==> src/mlfq_pkg.sv <==
// Shared types and constants for the multilevel feedback queue scheduler.
package mlfq_pkg;

  localparam int NumLevels = 3;
  localparam int MaxTasks  = 64;
  localparam int LvlW      = 2;
  localparam int IdW       = 6;
  localparam int CntW      = 7;
  localparam int QuantW    = 20;
  localparam int StoreDepth = NumLevels * MaxTasks;
  localparam int StoreAw   = $clog2(StoreDepth);
  localparam int CfgIdxW   = 2;

  typedef enum logic [1:0] {
    KIND_SUBMIT = 2'd0,
    KIND_SELECT = 2'd1,
    KIND_TICK   = 2'd2,
    KIND_BOOST  = 2'd3
  } kind_e;

  typedef enum logic [1:0] {
    CFG_Q0 = 2'd0,
    CFG_Q1 = 2'd1,
    CFG_Q2 = 2'd2
  } cfg_idx_e;

  typedef struct packed {
    logic [1:0]        kind;
    logic [IdW-1:0]    task_id;
    logic [QuantW-1:0] elapsed_us;
    logic              completed;
  } req_t;

  typedef struct packed {
    logic            task_valid;
    logic [IdW-1:0]  chosen_task;
    logic [LvlW-1:0] task_level;
    logic            demoted;
    logic            overflow;
  } rsp_t;

  typedef enum logic [2:0] {
    ST_IDLE,
    ST_RD,
    ST_WR,
    ST_BRD,
    ST_BWR,
    ST_OUT
  } exec_state_e;

endpackage

==> src/mlfq_if.sv <==
// Valid/ready channel interfaces for requests and results.
interface mlfq_req_if;
  import mlfq_pkg::*;
  logic valid;
  logic ready;
  logic [1:0]        kind;
  logic [IdW-1:0]    task_id;
  logic [QuantW-1:0] elapsed_us;
  logic              completed;
  modport source (output valid, kind, task_id, elapsed_us, completed, input ready);
  modport sink   (input valid, kind, task_id, elapsed_us, completed, output ready);
endinterface

interface mlfq_rsp_if;
  import mlfq_pkg::*;
  logic valid;
  logic ready;
  logic            task_valid;
  logic [IdW-1:0]  chosen_task;
  logic [LvlW-1:0] task_level;
  logic            demoted;
  logic            overflow;
  modport source (output valid, task_valid, chosen_task, task_level, demoted, overflow,
                  input ready);
  modport sink   (input valid, task_valid, chosen_task, task_level, demoted, overflow,
                  output ready);
endinterface

==> src/mlfq_ram.sv <==
// Generic single-port-write, registered-read RAM.
module mlfq_ram #(
  parameter int Width = 8,
  parameter int Depth = 16
) (
  input  logic                     clk_i,
  input  logic                     we_i,
  input  logic [$clog2(Depth)-1:0] waddr_i,
  input  logic [Width-1:0]         wdata_i,
  input  logic [$clog2(Depth)-1:0] raddr_i,
  output logic [Width-1:0]         rdata_o
);
  logic [Width-1:0] mem [Depth];

  always_ff @(posedge clk_i) begin
    if (we_i) mem[waddr_i] <= wdata_i;
    rdata_o <= mem[raddr_i];
  end
endmodule

==> src/mlfq_front.sv <==
// Front end: accepts requests into a two-entry queue.
module mlfq_front (
  input  logic            clk_i,
  input  logic            rst_ni,
  mlfq_req_if.sink        req,
  output mlfq_pkg::req_t  item_o,
  output logic            item_valid_o,
  input  logic            item_take_i
);
  import mlfq_pkg::*;

  req_t     buf_q [2];
  logic     wp_q, rp_q;
  logic [1:0] cnt_q;
  logic     push, pop;

  assign req.ready    = (cnt_q != 2'd2);
  assign push         = req.valid && req.ready;
  assign item_valid_o = (cnt_q != 2'd0);
  assign pop          = item_take_i && item_valid_o;
  assign item_o       = buf_q[rp_q];

  always_ff @(posedge clk_i) begin
    if (push) buf_q[wp_q] <= '{kind: req.kind, task_id: req.task_id,
                               elapsed_us: req.elapsed_us, completed: req.completed};
  end

  always_ff @(posedge clk_i or negedge rst_ni) begin
    if (!rst_ni) begin
      wp_q  <= 1'b0;
      rp_q  <= 1'b0;
      cnt_q <= 2'd0;
    end else begin
      if (push) wp_q <= ~wp_q;
      if (pop)  rp_q <= ~rp_q;
      cnt_q <= cnt_q + {1'b0, push} - {1'b0, pop};
    end
  end
endmodule

==> src/mlfq_back.sv <==
// Back end: executes queue operations on the store and level table.
module mlfq_back (
  input  logic                     clk_i,
  input  logic                     rst_ni,
  input  mlfq_pkg::req_t           item_i,
  input  logic                     item_valid_i,
  output logic                     item_take_o,
  input  logic [mlfq_pkg::QuantW-1:0] quant_i [mlfq_pkg::NumLevels],
  mlfq_rsp_if.source               rsp
);
  import mlfq_pkg::*;

  exec_state_e st_q, st_d;
  req_t        cur_q, cur_d;
  rsp_t        res_q, res_d;
  logic [IdW-1:0]  head_q [NumLevels];
  logic [CntW-1:0] cnt_q  [NumLevels];

  // level table and queue store RAMs
  logic            lt_we;
  logic [IdW-1:0]  lt_waddr, lt_raddr;
  logic [LvlW-1:0] lt_wdata, lt_rdata;
  logic            st_we;
  logic [StoreAw-1:0] st_waddr, st_raddr;
  logic [IdW-1:0]  st_wdata, st_rdata;

  mlfq_ram #(.Width(LvlW), .Depth(MaxTasks)) u_lvl (
    .clk_i, .we_i(lt_we), .waddr_i(lt_waddr), .wdata_i(lt_wdata),
    .raddr_i(lt_raddr), .rdata_o(lt_rdata));
  mlfq_ram #(.Width(IdW), .Depth(StoreDepth)) u_store (
    .clk_i, .we_i(st_we), .waddr_i(st_waddr), .wdata_i(st_wdata),
    .raddr_i(st_raddr), .rdata_o(st_rdata));

  function automatic logic [StoreAw-1:0] slot(input logic [LvlW-1:0] l,
                                              input logic [IdW-1:0] off);
    slot = StoreAw'(l) * StoreAw'(MaxTasks) + StoreAw'(off);
  endfunction

  // highest-priority (lowest-numbered) non-empty queue
  logic            any_ne;
  logic [LvlW-1:0] sel_l;
  always_comb begin
    any_ne = 1'b0;
    sel_l  = '0;
    for (int i = NumLevels - 1; i >= 0; i--) begin
      if (cnt_q[i] != '0) begin
        any_ne = 1'b1;
        sel_l  = LvlW'(i);
      end
    end
  end

  // tick decision on registered level read
  logic [LvlW-1:0] tl_cur, tl_new;
  logic            tl_dem, full_slice;
  always_comb begin
    tl_cur     = (lt_rdata >= LvlW'(NumLevels)) ? LvlW'(NumLevels - 1) : lt_rdata;
    full_slice = ({1'b0, cur_q.elapsed_us} + 21'd1) >= {1'b0, quant_i[tl_cur]};
    tl_dem     = !cur_q.completed && full_slice && (tl_cur != LvlW'(NumLevels - 1));
    tl_new     = tl_dem ? tl_cur + 1'b1 : tl_cur;
  end

  // first non-empty lower queue, drained by boost
  logic boost_more;
  logic [LvlW-1:0] boost_l;
  always_comb begin
    boost_more = 1'b0;
    boost_l    = '0;
    for (int i = NumLevels - 1; i >= 1; i--) begin
      if (cnt_q[i] != '0) begin
        boost_more = 1'b1;
        boost_l    = LvlW'(i);
      end
    end
  end

  assign item_take_o = (st_q == ST_IDLE);
  assign rsp.valid   = (st_q == ST_OUT);
  assign rsp.task_valid  = res_q.task_valid;
  assign rsp.chosen_task = res_q.chosen_task;
  assign rsp.task_level  = res_q.task_level;
  assign rsp.demoted     = res_q.demoted;
  assign rsp.overflow    = res_q.overflow;

  // next state
  always_comb begin
    st_d = st_q;
    unique case (st_q)
      ST_IDLE: if (item_valid_i) begin
        if (item_i.kind == KIND_BOOST) st_d = boost_more ? ST_BRD : ST_OUT;
        else if (item_i.kind == KIND_TICK) st_d = ST_RD;
        else if (item_i.kind == KIND_SELECT) st_d = any_ne ? ST_WR : ST_OUT;
        else st_d = ST_OUT;
      end
      ST_RD:  st_d = ST_OUT;
      ST_BRD: st_d = ST_BWR;
      ST_BWR: st_d = boost_more ? ST_BRD : ST_OUT;
      ST_WR:  st_d = ST_OUT;  // store read data for select lands here
      ST_OUT: if (rsp.ready) st_d = ST_IDLE;
      default: st_d = ST_IDLE;
    endcase
  end

  // memory controls
  always_comb begin
    lt_we = 1'b0; lt_waddr = item_i.task_id; lt_wdata = '0; lt_raddr = item_i.task_id;
    st_we = 1'b0; st_wdata = item_i.task_id; st_waddr = '0;
    st_raddr = slot(sel_l, head_q[sel_l]);
    unique case (st_q)
      ST_IDLE: if (item_valid_i && item_i.kind == KIND_SUBMIT) begin
        lt_we = 1'b1;
        st_we = (cnt_q[0] != CntW'(MaxTasks));
        st_waddr = slot('0, IdW'(head_q[0] + IdW'(cnt_q[0])));
      end
      ST_RD: if (!cur_q.completed) begin
        lt_we = 1'b1; lt_waddr = cur_q.task_id; lt_wdata = tl_new;
        st_we = (cnt_q[tl_new] != CntW'(MaxTasks));
        st_wdata = cur_q.task_id;
        st_waddr = slot(tl_new, IdW'(head_q[tl_new] + IdW'(cnt_q[tl_new])));
      end
      ST_BRD: st_raddr = slot(boost_l, head_q[boost_l]);
      ST_BWR: begin
        lt_we = 1'b1; lt_waddr = st_rdata; lt_wdata = '0;
        st_we = (cnt_q[0] != CntW'(MaxTasks));
        st_wdata = st_rdata;
        st_waddr = slot('0, IdW'(head_q[0] + IdW'(cnt_q[0])));
      end
      default: ;
    endcase
  end

  // control registers
  always_ff @(posedge clk_i or negedge rst_ni) begin
    if (!rst_ni) begin
      st_q <= ST_IDLE;
      for (int i = 0; i < NumLevels; i++) begin
        head_q[i] <= '0;
        cnt_q[i]  <= '0;
      end
    end else begin
      st_q <= st_d;
      unique case (st_q)
        ST_IDLE: if (item_valid_i) begin
          if (item_i.kind == KIND_SUBMIT) begin
            if (cnt_q[0] != CntW'(MaxTasks)) cnt_q[0] <= cnt_q[0] + 1'b1;
          end else if (item_i.kind == KIND_SELECT && any_ne) begin
            head_q[sel_l] <= head_q[sel_l] + 1'b1;
            cnt_q[sel_l]  <= cnt_q[sel_l] - 1'b1;
          end
        end
        ST_RD: if (!cur_q.completed && cnt_q[tl_new] != CntW'(MaxTasks))
          cnt_q[tl_new] <= cnt_q[tl_new] + 1'b1;
        ST_BRD: begin
          head_q[boost_l] <= head_q[boost_l] + 1'b1;
          cnt_q[boost_l]  <= cnt_q[boost_l] - 1'b1;
        end
        ST_BWR: if (cnt_q[0] != CntW'(MaxTasks)) cnt_q[0] <= cnt_q[0] + 1'b1;
        default: ;
      endcase
    end
  end

  // payload
  always_comb begin
    cur_d = cur_q;
    res_d = res_q;
    case (st_q)
      ST_IDLE: if (item_valid_i) begin
        cur_d = item_i;
        res_d = '0;
        if (item_i.kind == KIND_SUBMIT) begin
          res_d.chosen_task = item_i.task_id;
          res_d.overflow    = (cnt_q[0] == CntW'(MaxTasks));
        end else if (item_i.kind == KIND_SELECT && any_ne) begin
          res_d.task_valid = 1'b1;
          res_d.task_level = sel_l;
        end
      end
      ST_WR: res_d.chosen_task = st_rdata;
      ST_RD: begin
        res_d.chosen_task = cur_q.task_id;
        res_d.task_level  = cur_q.completed ? tl_cur : tl_new;
        res_d.demoted     = tl_dem;
        res_d.overflow    = !cur_q.completed && (cnt_q[tl_new] == CntW'(MaxTasks));
      end
      ST_BWR: if (cnt_q[0] == CntW'(MaxTasks)) res_d.overflow = 1'b1;
      default: ;
    endcase
  end

  always_ff @(posedge clk_i) begin
    cur_q <= cur_d;
    res_q <= res_d;
  end
endmodule

==> src/multilevel_feedback_queue_top.sv <==
// Top level of the multilevel feedback queue scheduler.
//
// Channels: req (kind, task_id, elapsed_us, completed) in, rsp (task_valid,
// chosen_task, task_level, demoted, overflow) out, valid/ready handshakes.
// Every request gives exactly one result, in order.
// Config: cfg_we_i writes quantum register cfg_idx_i (0..2); others ignored.
// Write only while no request is in flight.
// Sequence per request: submit and empty select go straight from idle to the
// result; select of a task and tick take an extra state for the RAM read; boost
// adds a read and a write state per entry moved out of queues 1 and 2. The
// back-end sequencer handles one request at a time and takes a new one only
// once the last result has been accepted.
// A two-entry request queue in front keeps req ready while a result waits.
// Reset clears queue heads and counts and loads default quanta
// (2000/4000/8000 us); the store and level table are not cleared.
// When rsp is stalled the result holds and the back end waits; the front
// queue still takes up to two requests.
module multilevel_feedback_queue_top (
  input  logic                           clk_i,
  input  logic                           rst_ni,
  mlfq_req_if.sink                       req,
  mlfq_rsp_if.source                     rsp,
  input  logic                           cfg_we_i,
  input  logic [mlfq_pkg::CfgIdxW-1:0]   cfg_idx_i,
  input  logic [mlfq_pkg::QuantW-1:0]    cfg_data_i
);
  import mlfq_pkg::*;

  logic [QuantW-1:0] quant_q [NumLevels];
  req_t item;
  logic item_valid, item_take;

  always_ff @(posedge clk_i or negedge rst_ni) begin
    if (!rst_ni) begin
      quant_q[0] <= QuantW'(2000);
      quant_q[1] <= QuantW'(4000);
      quant_q[2] <= QuantW'(8000);
    end else if (cfg_we_i) begin
      unique case (cfg_idx_i)
        CFG_Q0: quant_q[0] <= cfg_data_i;
        CFG_Q1: quant_q[1] <= cfg_data_i;
        CFG_Q2: quant_q[2] <= cfg_data_i;
        default: ;
      endcase
    end
  end

  mlfq_front u_front (
    .clk_i, .rst_ni, .req,
    .item_o(item), .item_valid_o(item_valid), .item_take_i(item_take));

  mlfq_back u_back (
    .clk_i, .rst_ni,
    .item_i(item), .item_valid_i(item_valid), .item_take_o(item_take),
    .quant_i(quant_q), .rsp);
endmodule

==> src/flat_wrapper.sv <==
// flat-port wrapper written by rule: the top's interface ports become plain ports
module multilevel_feedback_queue_top_flat import mlfq_pkg::*;
  (clk_i, rst_ni, cfg_we_i, cfg_idx_i, cfg_data_i, req_valid, req_kind, req_task_id, req_elapsed_us, req_completed, req_ready, rsp_valid, rsp_task_valid, rsp_chosen_task, rsp_task_level, rsp_demoted, rsp_overflow, rsp_ready);
  mlfq_req_if req_i ();
  mlfq_rsp_if rsp_i ();
  input  logic clk_i;
  input  logic rst_ni;
  input  logic cfg_we_i;
  input  logic [mlfq_pkg::CfgIdxW-1:0] cfg_idx_i;
  input  logic [mlfq_pkg::QuantW-1:0] cfg_data_i;
  input wire logic [$bits(req_i.valid)-1:0] req_valid;
  input wire logic [$bits(req_i.kind)-1:0] req_kind;
  input wire logic [$bits(req_i.task_id)-1:0] req_task_id;
  input wire logic [$bits(req_i.elapsed_us)-1:0] req_elapsed_us;
  input wire logic [$bits(req_i.completed)-1:0] req_completed;
  output wire logic [$bits(req_i.ready)-1:0] req_ready;
  output wire logic [$bits(rsp_i.valid)-1:0] rsp_valid;
  output wire logic [$bits(rsp_i.task_valid)-1:0] rsp_task_valid;
  output wire logic [$bits(rsp_i.chosen_task)-1:0] rsp_chosen_task;
  output wire logic [$bits(rsp_i.task_level)-1:0] rsp_task_level;
  output wire logic [$bits(rsp_i.demoted)-1:0] rsp_demoted;
  output wire logic [$bits(rsp_i.overflow)-1:0] rsp_overflow;
  input wire logic [$bits(rsp_i.ready)-1:0] rsp_ready;
  assign req_i.valid = req_valid;
  assign req_i.kind = req_kind;
  assign req_i.task_id = req_task_id;
  assign req_i.elapsed_us = req_elapsed_us;
  assign req_i.completed = req_completed;
  assign req_ready = req_i.ready;
  assign rsp_valid = rsp_i.valid;
  assign rsp_task_valid = rsp_i.task_valid;
  assign rsp_chosen_task = rsp_i.chosen_task;
  assign rsp_task_level = rsp_i.task_level;
  assign rsp_demoted = rsp_i.demoted;
  assign rsp_overflow = rsp_i.overflow;
  assign rsp_i.ready = rsp_ready;
  multilevel_feedback_queue_top u_core (.clk_i(clk_i), .rst_ni(rst_ni), .req(req_i), .rsp(rsp_i), .cfg_we_i(cfg_we_i), .cfg_idx_i(cfg_idx_i), .cfg_data_i(cfg_data_i));
endmodule
==> config.mk <==
export PLATFORM = sky130hd
export DESIGN_NAME = multilevel_feedback_queue_top_flat
export DESIGN_NICKNAME = d
export VERILOG_FILES = /design/src/mlfq_pkg.sv /design/src/mlfq_if.sv /design/src/mlfq_ram.sv /design/src/mlfq_front.sv /design/src/mlfq_back.sv /design/src/multilevel_feedback_queue_top.sv /design/src/flat_wrapper.sv
export SDC_FILE = /design/constraint.sdc
export NUM_CORES = 2
export LEC_CHECK = 0
export BUFFER_PORTS_ARGS = -buffer_cell sky130_fd_sc_hd__buf_2
export CORE_MARGIN = 2
export CORE_UTILIZATION = 35
export CTS_BUF_LIST = sky130_fd_sc_hd__clkbuf_16
export CTS_CLUSTER_DIAMETER = 150
export CTS_CLUSTER_SIZE = 8
export DETAILED_ROUTE_END_ITERATION = 8
export HOLD_SLACK_MARGIN = 0.08
export SLEW_MARGIN = 0
export SYNTH_ARGS = -nofsm -noshare
export SYNTH_HDL_FRONTEND = slang
export SYNTH_HIERARCHICAL = 1
export SYNTH_SLANG_ARGS = --single-unit
export TNS_END_PERCENT = 5
==> constraint.sdc <==
create_clock -name clk_i -period 12.8 [get_ports clk_i]
set_input_delay 1.92 -clock clk_i [delete_from_list [all_inputs] [get_ports clk_i]]
set_output_delay 1.92 -clock clk_i [all_outputs]
set_load 0.03 [all_outputs]
==> results.py <==
metrics = {
    "floorplan": {
        "io-pin-count": 69,
        "start_util_pct": 35.1,
        "rows": 155,
        "die_area_um2": 182000,
        "core_um2": 178000,
        "die_h_um": 427,
        "die_w_um": 427,
    },
    "synthesis": {
        "avgSynthCellArea_um2": 17.2,
        "synth_top_area_cell": "edfxtp_1",
        "syn_area_um2": 62500,
        "yosys_warnings": 6,
        "synth.distinct_cells": 90,
        "ys_seq_area_share_pct": 70.6,
        "synth_edf_count": 1376,
        "synthTopCellsByArea": "edfxtp_1, mux4_2, dfrtp_1",
        "async_flop_share_pct": 7.11,
        "yosys_register_bits": 1490,
        "syn_inst": 3642,
        "ys.flop_type": "edfxtp_1",
        "synth.top_cell.area_share_pct": 66.1,
        "syn-num-nets": 3741,
    },
    "power": {
        "cellPowerDensity_nw_per_um2": 263,
        "leakagePower_nw": 22.9,
        "vdd_drop_max_v": 0.000223,
        "totalPowerFinal_w": 0.0187,
    },
    "timing": {
        "worst_slew_pin_slew_ns": 1.15,
        "holdWs_ns": 0.495,
        "fin_crit_sh_pct": 63.0,
        "min_period_ns": 8.07,
        "finalHoldViolCount": 0,
        "grt_setup_unrepaired": "false",
        "finalSetupTns_ns": 0,
        "setup_violations": 0,
        "fin_skew_ns": 0.0588,
        "maxSlewViolCount": 0,
        "max-slew-margin-rel_pct": 23.2,
        "fmax_mhz": 124,
    },
    "global_route": {
        "grt_pass1_wl_um": 233000,
        "antenna_found_initial": 7,
        "grt_max_degree": 161,
        "grt_pass1_vias": 34600,
        "grt-ovfl-total": 0,
        "grt_usage_pct": 17.1,
    },
    "clock_network": {
        "cts_sinks": 1490,
        "path_clk_slew_ns": 0.05,
        "root_buffer": "clkbuf_16",
        "post_cts_resized": 0,
        "htree_levels": 4,
        "cts_buffer_depth": 3,
        "cts_hold_buffers": 0,
        "postCtsSetupRepairBufs": 0,
        "cts_tree": "yes",
        "insertion_delay_ns": 0.82,
        "cts_buffers": 204,
    },
    "finish": {
        "area_growth_pct": 13.7,
        "nFillCells": 16000,
        "fin_nets": 3880,
        "mostFrequentLayoutCells": "edfxtp_1, nor2_1, mux4_2, clkbuf_16, nand2_1",
        "mostFrequentLayoutCell": "edfxtp_1",
        "post_route_cells_drive_above_1_share_pct": 21.4,
    },
    "place": {
        "dpl.hpwl_um": 97400,
        "port_buffers": 68,
        "gp_congestion": 0.905,
    },
    "critical_path": {
        "critPathKind": "flop to flop",
        "critPathMaxFanout": 21,
        "critPathLaunch": "u_core/u_back/cur_q[7]",
        "cp.arrival_ns": 8.49,
        "start_kind": "flop",
        "r2r_start": "u_core/u_back/cur_q[7]",
        "required_ns": 13.22,
        "crit_path_end_kind": "flop",
    },
    "drt": {
        "viasPerCell": 5.52,
        "vias": 34200,
        "drc": 0,
        "postRouteWirelength_um": 156000,
        "wire_per_inst_um": 25.1,
        "first_pass_iters": 8,
        "drt-initial-drc-count": 4078,
        "antenna_left": 0,
    },
    "outcome": {
        "status": "finished clean",
    },
    "flow_run": {
        "drv_cap": 0,
    },
    "min_path": {
        "min-delay-path-class": "flop to flop",
        "min-delay-start": "u_core/quant_q[55]",
    },
}
## per-layer routing
layer,track usage (%),up-vias,share of wire [%]
li1,-,14800,-
met1,23.6,17700,43
met2,27.5,1458,48
met3,3.61,250,7.6
met4,4.33,4,2.2
met5,0,-,0.018
## path summary, 6_finish.rpt
check	to	slack (ns)	depth (start not counted)
worst max-delay path	u_core/u_back/u_store/mem[96][5]	4.73	26
worst min-delay path	u_core/quant_q[55]	0.49	1
worst max register to register	u_core/u_back/u_store/mem[96][5]	4.73	26
worst min register to register	u_core/quant_q[55]	0.49	1
max in group asynchronous	u_core/u_back/head_q[3]	10.39	2
min in group asynchronous	u_core/quant_q[22]	1.10	1
## cells in the mapped netlist, drive strengths merged (15+ instances only)
master	number
edfxtp	1376
nor2	394
mux4	301
nand2	165
mux2i	138
a21oi	109
clkbuf	104
mux2	104
buf	95
dfrtp	88
nand3	69
o22ai	58
o21ai	57
xnor2	43
ha	41
a22oi	38
inv	35
nor3	30
o221ai	29
nor2b	23
xor2	23
nand4	21
a21o	19
o211ai	19
dfstp	18
a22o	16
and2	16
nand2b	15
nor4	15
## sequential cells by signal, indices dropped and copies added, names as in the netlist
| register | flops |
|---|---|
| u_core/quant_q | 60 |
| u_core/u_front/cnt_q | 2 |
| u_core/u_back/cur_q | 27 |
| u_core/u_front/buf_q | 58 |
| u_core/u_back/rsp.task_level | 2 |
| u_core/u_back/cnt_q | 21 |
| u_core/u_back/u_store/rdata_o | 6 |
| u_core/u_back/u_lvl/rdata_o | 2 |
| u_core/u_back/rsp.overflow | 1 |
| u_core/u_back/head_q | 18 |
| u_core/u_front/wp_q | 1 |
| u_core/u_back/rsp.demoted | 1 |
| u_core/u_back/st_q | 3 |
| u_core/u_back/u_store/mem | 1152 |
| u_core/u_front/rp_q | 1 |
| u_core/u_back/rsp.chosen_task | 6 |
| u_core/u_back/rsp.task_valid | 1 |
| u_core/u_back/u_lvl/mem | 128 |
## per-stage QoR
step	area, µm²	util, %	instances	setup WS (ns)
global placement	65500	36.8	5930	4.86
CTS	71100	39.9	6191	4.73
global route	71100	39.9	6192	4.27
finish	71100	39.9	6195	4.73
detailed placement	65500	36.8	5930	4.77
floorplan	62500	-	3642	5.93
## layout make-up
type | count | area [µm²] | area share, %
Tap cell | 2355 | 2950 | 4.15
Inverter | 45 | 169 | 0.238
Clock buffer | 207 | 5180 | 7.29
Clock inverter | 54 | 397 | 0.558
Sequential cell | 1490 | 44200 | 62.1
Antenna cell | 4 | 10.0 | 0.0141
Multi-Input combinational cell | 1908 | 17300 | 24.4
Timing Repair Buffer | 132 | 873 | 1.23
## worst max-delay path, cell delays in order, from the launching register on
cell and delay [ns]:
edfxtp_1 0.41, nand4_2 0.16, nor3_1 0.36, and2_1 0.27, nand2_1 0.08, xnor2_1 0.14
ha_1 0.32, nand3_1 0.13, nor3_2 0.35, nand3_1 0.11, and3_1 0.30, a21oi_2 0.17
buf_4 0.30, mux2_4 0.33, a222oi_1 0.49, inv_1 0.14, ha_1 0.25, a21o_1 0.16
a21o_1 0.19, a21o_1 0.18, a21oi_1 0.19, xnor2_1 0.16, xnor2_1 0.09, o22ai_1 0.60
nor2b_1 0.39, nand3_1 0.68, nor2_1 0.69
## where the power goes
| group | switching [W] | internal [W] |
|---|---|---|
| registers | 0.000174 | 0.00658 |
| clock network | 0.00193 | 0.00284 |
| logic | 0.00476 | 0.00240 |
## cell families (layout without fill, tap and decap cells)
kind of cell | after synthesis | in the layout | synth area share [%]
buffers and inverters | 244 | 438 | 1.88
xor gates and xnor gates | 66 | 66 | 0.924
adders and majority gates | 43 | 43 | 0.884
and+or+nand+nor | 804 | 804 | 5.80
muxes | 543 | 543 | 14.9
other | 0 | 4 | 0
DFF | 1490 | 1490 | 70.6
AOI/OAI and AO/OA | 452 | 452 | 4.97
No activity file was read; power rests on OpenSTA's default activity.
